**src/sv/c2sv_pkg.sv**
```systemverilog
// Package for cartesian_to_spherical_velocity: shared types, CORDIC constants.
// No dependencies.
package c2sv_pkg;

  localparam int unsigned AngW = 32;   // binary angle, 2^32 per turn
  localparam int unsigned CrdW = 34;   // CORDIC x/y datapath (Q30 plus headroom)
  localparam logic signed [CrdW-1:0] CordicX0 = 34'sd652032874;

  // Arctangent of 2^-k in binary-angle units
  function automatic logic signed [AngW:0] atan_lut(input logic [4:0] k);
    logic signed [AngW:0] r;
    begin
      case (k)
        5'd0:  r = 33'sh20000000;
        5'd1:  r = 33'sh12E4051E;
        5'd2:  r = 33'sh09FB385B;
        5'd3:  r = 33'sh051111D4;
        5'd4:  r = 33'sh028B0D43;
        5'd5:  r = 33'sh0145D7E1;
        5'd6:  r = 33'sh00A2F61E;
        5'd7:  r = 33'sh00517C55;
        5'd8:  r = 33'sh0028BE53;
        5'd9:  r = 33'sh00145F2F;
        5'd10: r = 33'sh000A2F98;
        5'd11: r = 33'sh000517CC;
        5'd12: r = 33'sh00028BE6;
        5'd13: r = 33'sh000145F3;
        5'd14: r = 33'sh0000A2FA;
        5'd15: r = 33'sh0000517D;
        5'd16: r = 33'sh000028BE;
        5'd17: r = 33'sh0000145F;
        5'd18: r = 33'sh00000A30;
        5'd19: r = 33'sh00000518;
        5'd20: r = 33'sh0000028C;
        5'd21: r = 33'sh00000146;
        5'd22: r = 33'sh000000A3;
        5'd23: r = 33'sh00000051;
        5'd24: r = 33'sh00000029;
        5'd25: r = 33'sh00000014;
        5'd26: r = 33'sh0000000A;
        5'd27: r = 33'sh00000005;
        5'd28: r = 33'sh00000003;
        5'd29: r = 33'sh00000001;
        5'd30: r = 33'sh00000001;
        default: r = 33'sh00000000;
      endcase
      return r;
    end
  endfunction

  // One angle's CORDIC state as it moves down the row
  typedef struct packed {
    logic signed [CrdW-1:0] x;
    logic signed [CrdW-1:0] y;
    logic signed [AngW:0]   z;
    logic [1:0]             quad;
  } rot_t;

  // Payload that rides alongside the CORDIC row
  typedef struct packed {
    logic [31:0] lon;
    logic [29:0] lat;
    logic [31:0] depth;
    logic signed [31:0] vx;
    logic signed [31:0] vy;
    logic signed [31:0] vz;
  } item_t;

endpackage

```
**src/sv/c2sv_cell.sv**
```systemverilog
// One CORDIC micro-rotation cell handling both angles and the side payload.
// Depends on c2sv_pkg.
module c2sv_cell #(
  parameter int unsigned Stage = 0
) (
  input  logic            clk_i,
  input  logic            rst_ni,
  input  logic            en_i,
  input  logic            vld_i,
  input  c2sv_pkg::rot_t  phi_i,
  input  c2sv_pkg::rot_t  tht_i,
  input  c2sv_pkg::item_t item_i,
  output logic            vld_o,
  output c2sv_pkg::rot_t  phi_o,
  output c2sv_pkg::rot_t  tht_o,
  output c2sv_pkg::item_t item_o
);
  import c2sv_pkg::*;

  localparam logic [4:0] K = 5'(Stage % 32);

  function automatic rot_t step(input rot_t a);
    rot_t r;
    logic signed [AngW:0] at;
    begin
      at = atan_lut(K);
      r = a;
      if (!a.z[AngW]) begin
        r.x = a.x - (a.y >>> K);
        r.y = a.y + (a.x >>> K);
        r.z = a.z - at;
      end else begin
        r.x = a.x + (a.y >>> K);
        r.y = a.y - (a.x >>> K);
        r.z = a.z + at;
      end
      return r;
    end
  endfunction

  rot_t  phi_q, tht_q;
  item_t item_q;
  logic  vld_q;

  // Control
  always_ff @(posedge clk_i or negedge rst_ni) begin
    if (!rst_ni) begin
      vld_q <= 1'b0;
    end else if (en_i) begin
      vld_q <= vld_i;
    end
  end

  // Payload
  always_ff @(posedge clk_i) begin
    if (en_i) begin
      phi_q  <= step(phi_i);
      tht_q  <= step(tht_i);
      item_q <= item_i;
    end
  end

  assign vld_o  = vld_q;
  assign phi_o  = phi_q;
  assign tht_o  = tht_q;
  assign item_o = item_q;
endmodule

```
**config.mk**
```make
export PLATFORM = sky130hd
export DESIGN_NAME = c2sv_cell
export DESIGN_NICKNAME = d
export VERILOG_FILES = /design/src/sv/c2sv_pkg.sv /design/src/sv/c2sv_cell.sv
export SDC_FILE = /design/constraint.sdc
export NUM_CORES = 1
export LEC_CHECK = 0
export BUFFER_PORTS_ARGS = -buffer_cell sky130_fd_sc_hd__buf_2
export CAP_MARGIN = 25
export CORE_AREA = 4 4 309 311
export CTS_CLUSTER_DIAMETER = 60
export CTS_CLUSTER_SIZE = 25
export DETAILED_ROUTE_END_ITERATION = 8
export DIE_AREA = 0 0 313 315
export PLACE_DENSITY = 0.52
export SKIP_LAST_GASP = 1
export SLEW_MARGIN = 20
export SYNTH_ARGS = -nofsm -noshare
export SYNTH_HDL_FRONTEND = slang
export SYNTH_SLANG_ARGS = --single-unit
```
**constraint.sdc**
```tcl
create_clock -name clk_i -period 0.84 [get_ports clk_i]
set_input_delay 0.126 -clock clk_i [delete_from_list [all_inputs] [get_ports clk_i]]
set_output_delay 0.126 -clock clk_i [all_outputs]
set_load 0.005 [all_outputs]
```
==> metrics.yaml <==
detailed_routing:
  postRouteAntennaNets: 0
  avgViaCountPerCell: 4.564
  wirelength_um: 104100
  wl_per_cell_um: 19.77
  vias: 24044
  drc_errors: 0
  drtIter0Drc: 1815
  drt_pass1_iterations: 5
finish:
  layout-drive-gt1-share: 0.5311
  utilization: 0.4571
  nets: 4576
  area_growth_pct: 83.31
sta:
  setup_viol: 552
  slew_headroom: 0.6030
  final_max_slew_viol_count: 0
  period_needed_ns: 2.327
  tightest_slew_ns: 0.5805
  hold_slack_ns: -0.07362
  rsz0062_at_grt: "true"
  max_freq_mhz: 429.8
  skew_ns: 0
  final.period_utilization: 2.770
  finalHoldViolCount: 3
  fin_ws_ns: -1.487
place:
  dp_hpwl_um: 81540
  dp_slack_ns: -2.362
  place_congestion: 0.9120
  numPortBuffers: 796
synthesis:
  synth_area_per_cell_um2: 10.98
  ys_ff_latch: 395
  yosysWarningCount: 0
  synth_cell_type_count: 84
  yosys-top-cells-count: "394 x edfxtp_1, 239 x a21oi_1, 203 x inv_1"
  synth_fp_nets: 2716
  synth_ff_type: "edfxtp_1"
  synth_edf_count: 394
  synth.area.top_cells: "edfxtp_1 51%, ha_1 11%, a21oi_1 5.2%"
  synth_seq_area_share: 0.5126
  syn_area_um2: 23130
  synthCells: 2106
  synth.most_common_cell: "edfxtp_1"
  synth_top_area_cell: "edfxtp_1"
  yosysTopAreaCellShare: 0.5115
  async_flop_share: 0.002532
critical_path:
  path_class: "input port to register"
  path_max_fanout: 4
  cp_data_required_time_ns: 1.21
  worst_setup_path_end_kind: "register"
  cp.arrival_ns: 2.69
  start_kind: "input port"
floorplan:
  die_area_um2: 98600
  fp.dieH_um: 315
  die_x_um: 313
  num_rows: 112
  pin_count: 797
  initial_core_util: 0.2493
  core-area_um2: 92770
clock_tree:
  clockRootBuffer: "clkbuf_16"
  cts_sinks: 395
  cts.reportedPaths.clkPinSlew_ns: 0.07
  tritoncts: "built"
  clk_latency_ns: 0.63
  holdBufCountCts: 264
  cts-htree-levels: 2
  numCtsBuffers: 41
  clk_path_buf_depth: 3
global_routing:
  grt_max_degree: 34
  grt_pass1_wl_um: 151800
  antenna_found_initial: 22
  grt_pass1_vias: 24706
  grt_usage: 0.2004
  grt.overflow.total: 0
power:
  power_density_nw_per_um2: 1631
  p_leak_nw: 18.87
  peakVddDrop_v: 0.001659
outcome:
  status: "finished with violations"
  violations: "hold timing, setup timing"
worst_hold_path:
  hp-class: "input port to register"
run:
  max-cap-violations: 0
-- stage by stage --
stage	hold WS [ns]	std cells	total power, mW	instance area (um^2)	setup TNS (ns)
finish	-0.07362	5268	69.15	42400	-306.30
global route	-0.1174	5258	72.41	42380	-335.82
CTS	-0.1316	5222	68.71	41520	-313.19
detailed placement	-0.09399	4810	44.45	35020	-282.09
global placement	-0.09798	4810	44.45	35020	-280.94
floorplan	-0.1696	2106	33.29	24270	-158.48
-- flip-flops by register name, summed over array words and instances (netlist names) --
name / count
item_o: 190
phi_o: 102
tht_o: 102
vld_o: 1
-- final timing paths --
| kind | start | end | slack [ns] | cells past startpoint |
|---|---|---|---|---|
| hold / removal | phi_i[32] | phi_o[32] | -0.07 | 2 |
| min in group asynchronous | rst_ni | vld_o | 0.33 | 3 |
| setup / recovery | phi_i[35] | phi_o[87] | -1.49 | 14 |
| max in group asynchronous | rst_ni | vld_o | 0.41 | 3 |
| hold reg to reg | vld_o | vld_o | 0.51 | 1 |
| setup reg to reg | vld_o | vld_o | 0.10 | 1 |
-- layout by cell type, fill, tap and decap left out, drive strengths merged, types with 15 or more instances in the layout --
cell type	Yosys	routed
clkinv	4	18
o21bai	49	49
o21ai	129	129
xnor2	118	118
inv	203	221
nand2	86	86
o31ai	21	21
a211oi	17	17
ha	202	202
edfxtp	394	394
o211ai	17	17
mux2i	29	29
nand3	16	16
dlygate4sd3	0	264
nand2b	22	22
nor2b	17	17
diode	0	15
clkbuf	40	42
a21oi	240	240
nor3	23	23
a21o	42	42
nor4	15	15
nor2	167	167
nand4	22	22
buf	47	1640
-- final cells by class --
type	instances	area [um^2]
inverter	207	924.6
timing repair buffer	1904	13710
multi-input combinational	1417	12760
fill	8660	50370
clock inverter	34	493.0
tap	1254	1569
antenna	15	37.54
clock buffer	42	1051
sequential	395	11860
-- per-layer routing --
layer  GRT usage  vias to the layer above  part of all wire
li1            -                    11396                 -
met1      0.2580                    11618              0.42
met2      0.3435                      894              0.49
met3     0.04069                      130             0.073
met4     0.05280                        6             0.025
met5           0                        -           0.00042
-- kinds of logic after synthesis --
group / Yosys count / synth area share
flops: 395 / 0.5126
fa+ha+maj: 210 / 0.1162
compound gates: 631 / 0.1734
xor+xnor: 132 / 0.04998
simple gates: 414 / 0.08417
buf+inv: 294 / 0.05063
mux: 30 / 0.01304
-- power by group --
| part | internal (mW) | leakage, nW | switching [mW] |
|---|---|---|---|
| registers | 24.4 | 3.87 | 0.897 |
| logic | 11.9 | 14.2 | 11.3 |
| clock network | 10.5 | 0.751 | 10.1 |
-- critical path, cell delays in order --
cell and delay (ns):
buf_8 0.11, ha_4 0.16, fa_2 0.39, nand2b_4 0.09, a221oi_4 0.09, o41ai_4 0.36, a2bb2oi_4 0.14, buf_4 0.16
buf_4 0.16, a311o_1 0.32, a41oi_2 0.22, nor2_1 0.07, a31oi_2 0.21, xor2_1 0.09
-- what timing repair did --
action,4_1_cts,5_1_grt
endpoints found under the hold margin,289,5
pin swaps,201,135
resized for setup,387,136
buffers inserted,87,46
endpoints found under the setup margin,521,544
(Power assumes the default switching activity.)
